**src/design/brc_pkg.sv**
```systemverilog
`timescale 1ns / 1ps
`default_nettype none
// ----------------------------------------------------------------------------
// brc_pkg: shared types and constants for the byte recurrence checksum
// Holds the recurrence constants and the term pair passed between the
// control logic and the term datapath.
// ----------------------------------------------------------------------------
package brc_pkg;

  // Recurrence modulus (2^16 - 1)
  localparam logic [16:0] MODULUS      = 17'd65535;
  // Offset applied to the first byte of a message
  localparam logic [15:0] FIRST_OFFSET = 16'd7;
  // Position multipliers for the two coefficients
  localparam logic [15:0] ALPHA_STEP   = 16'd17;
  localparam logic [15:0] BETA_STEP    = 16'd31;
  // Reset and restart value of the terms
  localparam logic [15:0] TERM_ONE     = 16'd1;

  // The two most recent recurrence terms
  typedef struct packed {
    logic [15:0] older;
    logic [15:0] newer;
  } terms_t;

endpackage
`default_nettype wire

```
**src/design/brc_term.sv**
```systemverilog
`timescale 1ns / 1ps
`default_nettype none
// ----------------------------------------------------------------------------
// brc_term: next recurrence term
// Forms ((byte + alpha) * newer - beta * older) mod 65535, where a negative
// difference wraps as a 64-bit unsigned value would, i.e. as (diff + 1).
// ----------------------------------------------------------------------------
module brc_term (
  input  wire brc_pkg::terms_t terms,
  input  wire logic [7:0]      data_byte,
  input  wire logic [7:0]      position,
  output logic [15:0]          term_next
);

  logic [15:0] alpha_prod;
  logic [15:0] beta_prod;
  logic [7:0]  alpha;
  logic [7:0]  beta;
  logic [8:0]  factor;
  logic [24:0] plus;
  logic [23:0] minus;
  logic [25:0] diff;
  logic [24:0] mag;
  logic [16:0] fold;
  logic [15:0] red;

  // Position coefficients, low byte only
  assign alpha_prod = {8'd0, position} * brc_pkg::ALPHA_STEP;
  assign beta_prod  = {8'd0, position} * brc_pkg::BETA_STEP;
  assign alpha      = alpha_prod[7:0];
  assign beta       = beta_prod[7:0];

  // Two products and their signed difference
  assign factor = {1'b0, data_byte} + {1'b0, alpha};
  assign plus   = 25'(factor) * 25'(terms.newer);
  assign minus  = 24'(beta) * 24'(terms.older);
  assign diff   = {1'b0, plus} - {2'b00, minus};
  assign mag    = diff[25] ? 25'(-diff) : diff[24:0];

  // Fold modulo 2^16 - 1: high part adds back into the low part
  assign fold = {1'b0, mag[15:0]} + {8'd0, mag[24:16]};
  assign red  = (fold >= brc_pkg::MODULUS) ? 16'(fold - brc_pkg::MODULUS) : fold[15:0];

  // Negative difference: result is (1 - red) mod 65535
  always_comb begin
    if (!diff[25]) begin
      term_next = red;
    end else if (red == 16'd0) begin
      term_next = brc_pkg::TERM_ONE;
    end else if (red == 16'd1) begin
      term_next = 16'd0;
    end else begin
      term_next = 16'(17'h10000 - {1'b0, red});
    end
  end

endmodule
`default_nettype wire

```
**src/design/byte_recurrence_checksum.sv**
```systemverilog
`timescale 1ns / 1ps
`default_nettype none
// ----------------------------------------------------------------------------
// byte_recurrence_checksum: 16-bit recurrence checksum over a byte message
//
// Input channel (in_valid / in_stall) carries one message byte per
// transaction, with last_byte marking the final byte. The output channel
// (out_valid / out_stall) carries one checksum per message, issued after the
// final byte.
// Each byte is folded into the recurrence state in the cycle it is accepted,
// so one byte is taken every cycle while in_stall is low. The checksum appears
// in the output register in the cycle after the final byte is accepted.
// The term update (two small products, a subtract and a mod 65535 fold) sits
// between the state registers and themselves, as one combinational path.
// Reset closes any open message and empties the output register.
// While a checksum waits under out_stall, in_stall is raised and the state
// holds; input resumes in the cycle the checksum is taken.
// ----------------------------------------------------------------------------
module byte_recurrence_checksum (
  input  wire logic        clk,
  input  wire logic        rst,
  input  wire logic        in_valid,
  output logic             in_stall,
  input  wire logic [7:0]  data_byte,
  input  wire logic        last_byte,
  output logic             out_valid,
  input  wire logic        out_stall,
  output logic [15:0]      checksum
);

  brc_pkg::terms_t terms;
  brc_pkg::terms_t terms_next;
  logic [7:0]      position;
  logic [7:0]      position_next;
  logic            in_message;
  logic            in_message_next;
  logic [15:0]     term_next;
  logic            accept;

  assign in_stall = out_valid & out_stall;
  assign accept   = in_valid & ~in_stall;

  // Recurrence datapath
  brc_term u_term (
    .terms     (terms),
    .data_byte (data_byte),
    .position  (position),
    .term_next (term_next)
  );

  // State update for one accepted byte
  always_comb begin
    terms_next      = terms;
    position_next   = position;
    in_message_next = in_message;
    if (accept) begin
      if (!in_message) begin
        terms_next.older = brc_pkg::TERM_ONE;
        terms_next.newer = {8'd0, data_byte} + brc_pkg::FIRST_OFFSET;
        position_next    = 8'd1;
        in_message_next  = 1'b1;
      end else begin
        terms_next.older = terms.newer;
        terms_next.newer = term_next;
        position_next    = position + 8'd1;
      end
      if (last_byte) begin
        position_next   = 8'd0;
        in_message_next = 1'b0;
      end
    end
  end

  // State registers
  always_ff @(posedge clk) begin
    if (rst) begin
      terms.older <= brc_pkg::TERM_ONE;
      terms.newer <= brc_pkg::TERM_ONE;
      position    <= 8'd0;
      in_message  <= 1'b0;
    end else begin
      terms       <= terms_next;
      position    <= position_next;
      in_message  <= in_message_next;
    end
  end

  // Output register
  always_ff @(posedge clk) begin
    if (rst) begin
      out_valid <= 1'b0;
    end else if (accept && last_byte) begin
      out_valid <= 1'b1;
    end else if (!out_stall) begin
      out_valid <= 1'b0;
    end
  end

  always_ff @(posedge clk) begin
    if (accept && last_byte) begin
      checksum <= terms_next.newer;
    end
  end

endmodule
`default_nettype wire
```
**config.mk**
```make
export PLATFORM = sky130hd
export DESIGN_NAME = byte_recurrence_checksum
export DESIGN_NICKNAME = d
export VERILOG_FILES = /design/src/design/brc_pkg.sv /design/src/design/brc_term.sv /design/src/design/byte_recurrence_checksum.sv
export SDC_FILE = /design/constraint.sdc
export NUM_CORES = 1
export LEC_CHECK = 0
export BUFFER_PORTS_ARGS = -buffer_cell sky130_fd_sc_hd__buf_2
export CAP_MARGIN = 25
export CORE_UTILIZATION = 55
export CTS_BUF_LIST = sky130_fd_sc_hd__clkbuf_4 sky130_fd_sc_hd__clkbuf_8
export CTS_CLUSTER_DIAMETER = 60
export CTS_CLUSTER_SIZE = 14
export DETAILED_ROUTE_END_ITERATION = 16
export PLACE_DENSITY = 0.71
export SKIP_LAST_GASP = 1
export SLEW_MARGIN = 40
export SYNTH_ARGS = -nofsm -noshare
export SYNTH_HDL_FRONTEND = slang
export SYNTH_SLANG_ARGS = --single-unit
```
**constraint.sdc**
```tcl
create_clock -name clk -period 29.6 [get_ports clk]
set_input_delay 2.96 -clock clk [delete_from_list [all_inputs] [get_ports clk]]
set_output_delay 2.96 -clock clk [all_outputs]
set_load 0.02 [all_outputs]
```
==> results_dict.tcl, run 1 <==
set metrics [dict create \
    place_congestion 0.9322 \
    start_kind "input port" \
    drive_above_1_share_pct 6.102 \
    synthesis.nets 2117 \
    pre_cts_ws_ps 12920 \
    die_w_um 165.7 \
    min_from "position[5]$_SDFFE_PP0P_" \
    start_util_pct 56.25 \
    holdPathEnd "position[5]$_SDFFE_PP0P_" \
    overflow 0 \
    stdcell_count 2072 \
    cts_root_buf "clkbuf_8" \
    drtAntennaViolNets 0 \
    drtIter0Drc 848 \
    grt_pass1_vias 12450 \
    hold_class "register to register" \
    setup.worst_path.start "data_byte[0]" \
    clk_pin_slew_ps 70 \
    path_class "input port to register" \
    drc 0 \
    worstSetupEndpointType "register" \
    area_growth_pct 4.227 \
    path_common_cell "a21oi_1" \
    rsz0062_at_grt "no" \
    io_pins 31 \
    hpwlAfterDp_um 30750 \
    final_common_cell "inv_1" \
    finalHoldViolations 0 \
    critPathArrivalTime_ps 16810 \
    design.die.area_sq_mm 0.02746 \
    path_buf_inv 3 \
    clkLatencyLatePin_ps 380 \
    vias 11830 \
    fin_nets 2100 \
    final_cell_mix "inv_1, fa_1, nand2_1" \
    finalClockSkew_ps 16.35 \
    track_usage_pct 29.77 \
    wl_per_cell_um 18.27 \
    post-cts-setup-buffers 0 \
    finalSetupViolCount 0 \
    n_fill_cell 2386 \
    fmax_mhz 60.60 \
    setup_ws_ps 13100 \
    coreArea_sq_mm 0.02621 \
    synth-edff-count 16 \
    r2r_cells 50 \
    period_minus_slack_ps 16500 \
    io_buffers 30 \
    min_period_over_period_pct 55.75 \
    ys_seq_area_share_pct 8.963 \
    status "finished clean" \
    ys_warn_count 0 \
    path_delay_family "compound AO/OA/AOI/OAI gates" \
    slew_violations 0 \
    cts_buffers 9 \
    slowest_delay_ps 640 \
    std_cell_rows 59 \
    grt_max_degree 45 \
    drt-total-wl_um 37850 \
    cp_max_fo 16 \
    ys_seq_elements 58 \
    timing.rr.start "position[0]$_SDFFE_PP0P_" \
    hold_slack_ps 578.4 \
    vias_per_cell 5.711 \
    grt_pass1_wl_um 65270 \
    final.setup.tns_ps 0 \
    syn_area_sq_mm 0.01474 \
    crit_slowest_cell "a31oi_2" \
    regToRegSetupSlack_ps 14210 \
    dp_cells 2056 \
    hold_path_depth 2 \
    r2r_end "terms[1]$_SDFF_PP0_" \
    antenna_found_initial 0 \
    max_slew_margin_pct 49.70 \
    antenna_cells 0 \
    cts-resized-gates 0 \
    ctsHoldBuffers 0 \
    cts.sinks 58 \
    tritoncts "yes" \
    drt_pre_antenna_iters 7 \
    cp.required_ps 29910 \
    synth.avg_cell_area_sq_um 8.429 \
    syn_inst 1749 \
    synthArstFlopShare_pct 0 \
    worst_pin_slew_ps 751.2 \
    yosysUniqueCellTypes 85 \
    clock_path_buffers 2 \
    synthFlopType "dfxtp_1" \
    die_h_um 165.7 \
    cap_violations 0 \
    htree_levels 3 \
]
## routing by layer
| layer | vias to the layer above | track usage (%) | wire, um |
|---|---|---|---|
| met5 | - | 0 | 0 |
| met4 | 0 | 9.305 | 1124 |
| met3 | 71 | 4.325 | 2272 |
| met2 | 367 | 49.04 | 17810 |
| met1 | 5838 | 40.62 | 16640 |
| li1 | 5558 | - | - |
## kinds of logic after synthesis
family	Yosys count	share of synthesized area, %
buffers and inverters	372	9.752
XOR/XNOR	106	6.298
AND/OR/NAND/NOR	594	20.23
AO/OA/AOI/OAI	260	12.23
adder cells (fa/ha/maj)	355	42.25
flip-flops	58	8.963
multiplexers	4	0.2801
## layout make-up
class                      count  area (sq um)  area share [%]
tap                          335         419.2           2.728
clock inverter                 7         102.6          0.6678
multi-input combinational   1319         12020           78.22
inverter                     301          1130           7.353
timing repair buffer          43         247.7           1.612
clock buffer                   9         123.9          0.8062
sequential                    58          1324           8.616
## Yosys cell counts (all sizes together), types with 4 or more instances
master	number	area share, %
inv	301	7.7
xnor2	69	4.1
nand2	226	5.8
nand2b	13	0.55
a31oi	10	0.47
and2	127	5.4
a22oi	4	0.20
a21oi	78	2.7
fa	238	32
o31ai	6	0.31
a211oi	14	0.90
nor2b	22	0.93
o211ai	8	0.48
a21o	16	0.81
o21ai	52	1.9
a22o	4	0.24
clkbuf	58	1.5
o21bai	8	0.43
nor4	9	0.53
o21a	10	0.51
nor2	76	2.0
dfxtp	42	5.7
xor2	37	2.2
a221o	5	0.34
nand3	47	1.7
nor3	17	0.61
nand4	13	0.55
or3	12	0.54
edfxtp	16	3.3
and3	11	0.51
a311oi	4	0.24
ha	117	9.9
o211a	4	0.27
buf	13	0.61
or2	7	0.31
## flip-flops by register name, summed over array words and instances (netlist names)
| signal | flops |
|---|---|
| terms | 32 |
| checksum | 16 |
| position | 8 |
| in_message | 1 |
| out_valid | 1 |
## how the worst max path moves through the flow
stage / to / slack (ps) / cells past startpoint
final: terms[1]$_SDFF_PP0_ / 13100 / 49
after global routing: terms[1]$_SDFF_PP0_ / 12030 / 49
after CTS: checksum[11]$_DFFE_PP_ / 13270 / 47
after detailed placement: checksum[9]$_DFFE_PP_ / 12920 / 47
after global placement: terms[3]$_SDFF_PP0_ / 13310 / 49
after floorplan: checksum[9]$_DFFE_PP_ / 14510 / 54
## tightest hold or removal path: cells and delay by family, from the launching register on
kind,cells,cell delay (ps)
flops,1,390
simple gates,1,90
compound gates,1,50
## per-stage QoR
step | util, % | cell area (sq um)
floorplan | - | 14740
global placement | 57.68 | 15120
detailed placement | 57.75 | 15130
CTS | 58.61 | 15360
global route | 58.63 | 15360
finish | 58.63 | 15360
Power of run 1 is left out: the tool's default activity adds up to more than one toggle a clock period on the data nets, which glitch-free logic cannot reach.
==> run 2: changes to the inputs <==
--- a/config.mk
+++ b/config.mk
@@ -5,6 +5,7 @@
 export SDC_FILE = /design/constraint.sdc
 export NUM_CORES = 1
 export LEC_CHECK = 0
+export ABC_AREA = 1
 export BUFFER_PORTS_ARGS = -buffer_cell sky130_fd_sc_hd__buf_2
 export CAP_MARGIN = 25
 export CORE_UTILIZATION = 55
==> constraint.sdc (replaced) <==
create_clock -name clk -period 16.4 [get_ports clk]
set_input_delay 1.64 -clock clk [delete_from_list [all_inputs] [get_ports clk]]
set_output_delay 1.64 -clock clk [all_outputs]
set_load 0.02 [all_outputs]
==> run 2 against run 1 <==
Cell count up 13%. Sequential cell count unchanged. Routed wire length down 0.44%. Non-clock buffer count down 8. Critical path depth up 13.
==> results_dict.tcl, run 2 <==
set metrics [dict create \
    finalSetupViolCount 0 \
    hpwlAfterDp_um 31740 \
    syn_area_sq_mm 0.01461 \
    yosysUniqueCellTypes 53 \
    ys_seq_elements 58 \
    rsz0062_at_grt "no" \
    vias_per_cell 5.226 \
    hold_class "register to register" \
    cp.required_ps 16530 \
    synth_top_cell_area_share_pct 32.62 \
    drive_above_1_share_pct 7.550 \
    max_slew_margin_pct 46.70 \
    io_pins 31 \
    clkLatencyLatePin_ps 360 \
    overflow 0 \
    grt_max_degree 49 \
    vias 12200 \
    synthArstFlopShare_pct 0 \
    cap_violations 0 \
    start_util_pct 56.06 \
    final_common_cell "nand2_1" \
    synth-edff-count 16 \
    start_kind "register" \
    drt-total-wl_um 37690 \
    wl_per_cell_um 16.14 \
    design.die.area_sq_mm 0.02722 \
    cts-resized-gates 0 \
    fin_nets 2363 \
    setup_ws_ps 2759 \
    synthesis.nets 2369 \
    tritoncts "yes" \
    antenna_found_initial 0 \
    clock_path_buffers 2 \
    die_h_um 165.0 \
    drtIter0Drc 1006 \
    setup.worst_path.start "position[1]$_SDFFE_PP0P_" \
    worst_pin_slew_ps 798.6 \
    path_common_cell "nand2_1" \
    min_period_over_period_pct 83.18 \
    cts_root_buf "clkbuf_8" \
    clk_pin_slew_ps 80 \
    antenna_cells 0 \
    fmax_mhz 73.31 \
    ctsHoldBuffers 0 \
    status "finished clean" \
    path_class "register to register" \
    yosysMostFrequentCell "nand2_1" \
    finalHoldViolations 0 \
    critPathArrivalTime_ps 13770 \
    ys_seq_area_share_pct 9.045 \
    ys_warn_count 0 \
    final.setup.tns_ps 0 \
    timing.rr.start "position[1]$_SDFFE_PP0P_" \
    synthFlopType "dfxtp_1" \
    finalClockSkew_ps 7.591 \
    reg_top3 "terms: 32 flops, checksum: 16 flops, position: 8 flops" \
    post-cts-setup-buffers 0 \
    drc 0 \
    io_buffers 30 \
    slew_violations 0 \
    coreArea_sq_mm 0.02606 \
    synth_commonest_cells "nand2_1, inv_1, fa_1, nor2_1, ha_1" \
    die_w_um 165.0 \
    hold_slack_ps 527.3 \
    grt_pass1_vias 11860 \
    min_from "terms[24]$_SDFFE_PP0P_" \
    top_register "terms" \
    placed_area_sq_mm 0.01501 \
    drt_pre_antenna_iters 5 \
    synth_area_leaders "fa_1, nand2_1, inv_1" \
    htree_levels 3 \
    place_congestion 0.9547 \
    fin_area_sq_mm 0.01523 \
    cts_buffers 9 \
    synth.avg_cell_area_sq_um 7.300 \
    worstSetupEndpointType "register" \
    synth_area_leader_cell "fa_1" \
    slowest_delay_ps 600 \
    track_usage_pct 29.61 \
    final_cell_mix "nand2_1, inv_1, fa_1" \
    period_minus_slack_ps 13640 \
    cp_max_fo 36 \
    crit_slowest_cell "dfxtp_1" \
    pre_cts_ws_ps 2843 \
    largest_register_ffs 32 \
    syn_inst 2001 \
    std_cell_rows 59 \
    area_growth_pct 4.283 \
    drtAntennaViolNets 0 \
    cts.sinks 58 \
    grt_pass1_wl_um 62180 \
]
[run 2: cell types whose count changed after synthesis, moves of 22 or more]
| cell | change |
|---|---|
| nand2_1 | +281 |
| inv_1 | +185 |
| and2_1 | -126 |
| nor2_1 | +102 |
| xnor2_1 | -52 |
| nand2_2 | +31 |
| nand3_1 | +31 |
| nor2b_1 | -22 |
[run 2: final cells by class]
type / instances / area, sq um
multi-input combinational: 1395 / 11210
fill: 2421 / 10830
inverter: 496 / 1864
sequential: 58 / 1323
tap: 335 / 419.2
timing repair buffer: 35 / 190.2
clock buffer: 9 / 123.9
clock inverter: 7 / 101.3
[run 2: stage by stage]
stage               utilization, %  instances
floorplan                        -       2001
global placement             57.56       2319
detailed placement           57.59       2319
CTS                          58.46       2335
global route                 58.46       2335
finish                       58.46       2335
[run 2: metal layers]
layer	wire, um	part of all wire (%)	vias up	GRT usage (%)
li1	-	-	5859	-
met1	16800	45	5878	42.21
met2	17630	47	407	47.94
met3	2278	6.0	59	3.064
met4	986	2.6	0	7.882
met5	0	0	-	0
[run 2: worst paths after layout]
path,to,slack (ps),cells after the start
max,checksum[8]$_DFFE_PP_,2760,62
min,terms[24]$_SDFFE_PP0P_,530,2
max reg2reg,checksum[8]$_DFFE_PP_,2760,62
min reg2reg,terms[24]$_SDFFE_PP0P_,530,2
[run 2: worst max-delay path: cells and delay by family, from the launching register on]
family                   cells  cell delay, ps
buffers and inverters       12            1150
AO/OA/AOI/OAI                4             600
XOR/XNOR                     2             730
flip-flops                   1             600
adder cells (fa/ha/maj)     13            6040
AND/OR/NAND/NOR             31            4260
[run 2: kinds of logic after synthesis]
| kind of cell | share of synthesized area, % |
|---|---|
| buf+inv | 14.23 |
| compound gates | 4.077 |
| simple gates | 25.88 |
| fa+ha+maj | 42.64 |
| flops | 9.045 |
| xor+xnor | 4.128 |
Power of run 2 is left out for the same reason.
==> run 3: changes to the inputs <==
--- a/config.mk
+++ b/config.mk
@@ -13,7 +13,7 @@
 export CTS_CLUSTER_DIAMETER = 60
 export CTS_CLUSTER_SIZE = 14
 export DETAILED_ROUTE_END_ITERATION = 16
-export PLACE_DENSITY = 0.71
+export PLACE_DENSITY = 0.74
 export SKIP_LAST_GASP = 1
 export SLEW_MARGIN = 40
 export SYNTH_ARGS = -nofsm -noshare
==> constraint.sdc (replaced) <==
create_clock -name clk -period 10.9 [get_ports clk]
set_input_delay 1.09 -clock clk [delete_from_list [all_inputs] [get_ports clk]]
set_output_delay 1.09 -clock clk [all_outputs]
set_load 0.02 [all_outputs]
==> run 3 against run 2 <==
The flow now finishes with violations (negative setup slack). Global-route usage rose by 1.5 points. Die area is the same. Count of clock-buffer cells in the layout grew 1. Cell count rose by 11%. Design area up 20%. Register-to-register slack worse by 3700 ps. Critical path depth up 4. Critical endpoint is now checksum[5]$_DFFE_PP_.
==> results_dict.tcl, run 3 (same netlist as run 2, synthesis figures left out) <==
set metrics [dict create \
    status "finished, violations left" \
    violations "negative setup slack" \
    setup_ws_ps -975.5 \
    cts_buffers 9 \
    n_fill_cell 2053 \
    multi_input_area_sq_mm 0.01228 \
    r2r_cells 66 \
    crit_slowest_cell "fa_1" \
    stdcell_count 2585 \
    die_h_um 165.0 \
    finalHoldViolations 0 \
    grt_pass1_wl_um 65690 \
    fin_area_sq_mm 0.01826 \
    seq_area_sq_mm 0.001331 \
    cp.required_ps 11000 \
    io_buffers 30 \
    vias 13370 \
    cp.depth 66 \
    drtIter0Drc 842 \
    grt_max_degree 49 \
    cp_max_fo 6 \
    path_class "register to register" \
    rsz0062_at_grt "yes" \
    final_common_cell "inv_1" \
    antenna_cells 0 \
    htree_levels 3 \
    final_cell_mix "inv_1, nand2_1, buf_4" \
    max_slew_margin_pct 44.35 \
    regToRegSetupSlack_ps -980 \
    dp_cells 2534 \
    finalSetupViolCount 32 \
    slowest_delay_ps 600 \
    antenna_found_initial 0 \
    cts.sinks 58 \
    path_common_cell "nand2_2" \
    coreArea_sq_mm 0.02606 \
    drt_pre_antenna_iters 8 \
    clk_pin_slew_ps 70 \
    track_usage_pct 31.12 \
    place_congestion 1.014 \
    cts_root_buf "clkbuf_8" \
    drtAntennaViolNets 0 \
    fin_nets 2613 \
    drive_above_1_share_pct 26.44 \
    std_cell_rows 59 \
    min_period_over_period_pct 108.9 \
    largest_register_ffs 32 \
    io_pins 31 \
    hpwlAfterDp_um 33950 \
    hold_path_depth 2 \
    top_register "terms" \
    tritoncts "yes" \
    path_buf_inv 12 \
    clkLatencyLatePin_ps 340 \
    period_minus_slack_ps 11880 \
    overflow 0 \
    path_delay_family "adder cells" \
    area_growth_pct 25.03 \
    vias_per_cell 5.171 \
    drc 0 \
    grt_pass1_vias 13490 \
    finalClockSkew_ps 7.849 \
    worst_pin_slew_ps 834.7 \
    drt-total-wl_um 40520 \
    start_kind "register" \
    worstSetupEndpointType "register" \
    placed_area_sq_mm 0.01713 \
    hold_class "register to register" \
    design.die.area_sq_mm 0.02722 \
    clock_path_buffers 2 \
    finish.utilization_pct 70.09 \
    cap_violations 0 \
    wl_per_cell_um 15.68 \
    die_w_um 165.0 \
    fmax_mhz 84.21 \
    reg_top3 "terms: 32 flops, checksum: 16 flops, position: 8 flops" \
    slew_violations 0 \
    start_util_pct 56.06 \
    critPathArrivalTime_ps 11980 \
]
## run 3: layer usage
metal,track usage [%],routed length [um]
met5,0,0
met4,12.97,1881
met3,4.746,2984
met1,40.13,15880
met2,52.02,19780
## run 3: what timing repair did
item,CTS,global route
setup buffers,18,18
setup endpoints to repair,32,32
pin swaps,99,80
hold buffers,0,0
resized for setup,62,104
## run 3: worst min-delay path: cells and delay by family, from the launching register on
kind             cells  cell delay, ps
AO/OA/AOI/OAI        1              60
flip-flops           1             360
AND/OR/NAND/NOR      1              80
## run 3: metrics by stage
stage               worst slack, ps  hold WS, ps  setup TNS (ps)
finish                       -975.5        540.7          -28000
global route                  -1490        570.9          -45010
CTS                          -834.9        537.1          -23900
detailed placement            -1090        524.9          -31390
global placement             -894.2        525.8          -25450
floorplan                    -275.4        466.1           -6456
## run 3: final timing paths
| check | startpoint | end |
|---|---|---|
| setup / recovery | position[0]$_SDFFE_PP0P_ | checksum[5]$_DFFE_PP_ |
| hold reg to reg | terms[30]$_SDFFE_PP0P_ | terms[30]$_SDFFE_PP0P_ |
| setup reg to reg | position[0]$_SDFFE_PP0P_ | checksum[5]$_DFFE_PP_ |
| hold / removal | terms[30]$_SDFFE_PP0P_ | terms[30]$_SDFFE_PP0P_ |
## run 3: area by class of cell
type	count	share of cell area, %
Clock buffer	10	0.7193
Inverter	496	10.23
Multi-Input combinational cell	1395	67.23
Tap cell	335	2.295
Timing Repair Buffer	285	11.66
Sequential cell	58	7.289
Clock inverter	6	0.5755
Power of run 3 is left out for the same reason.
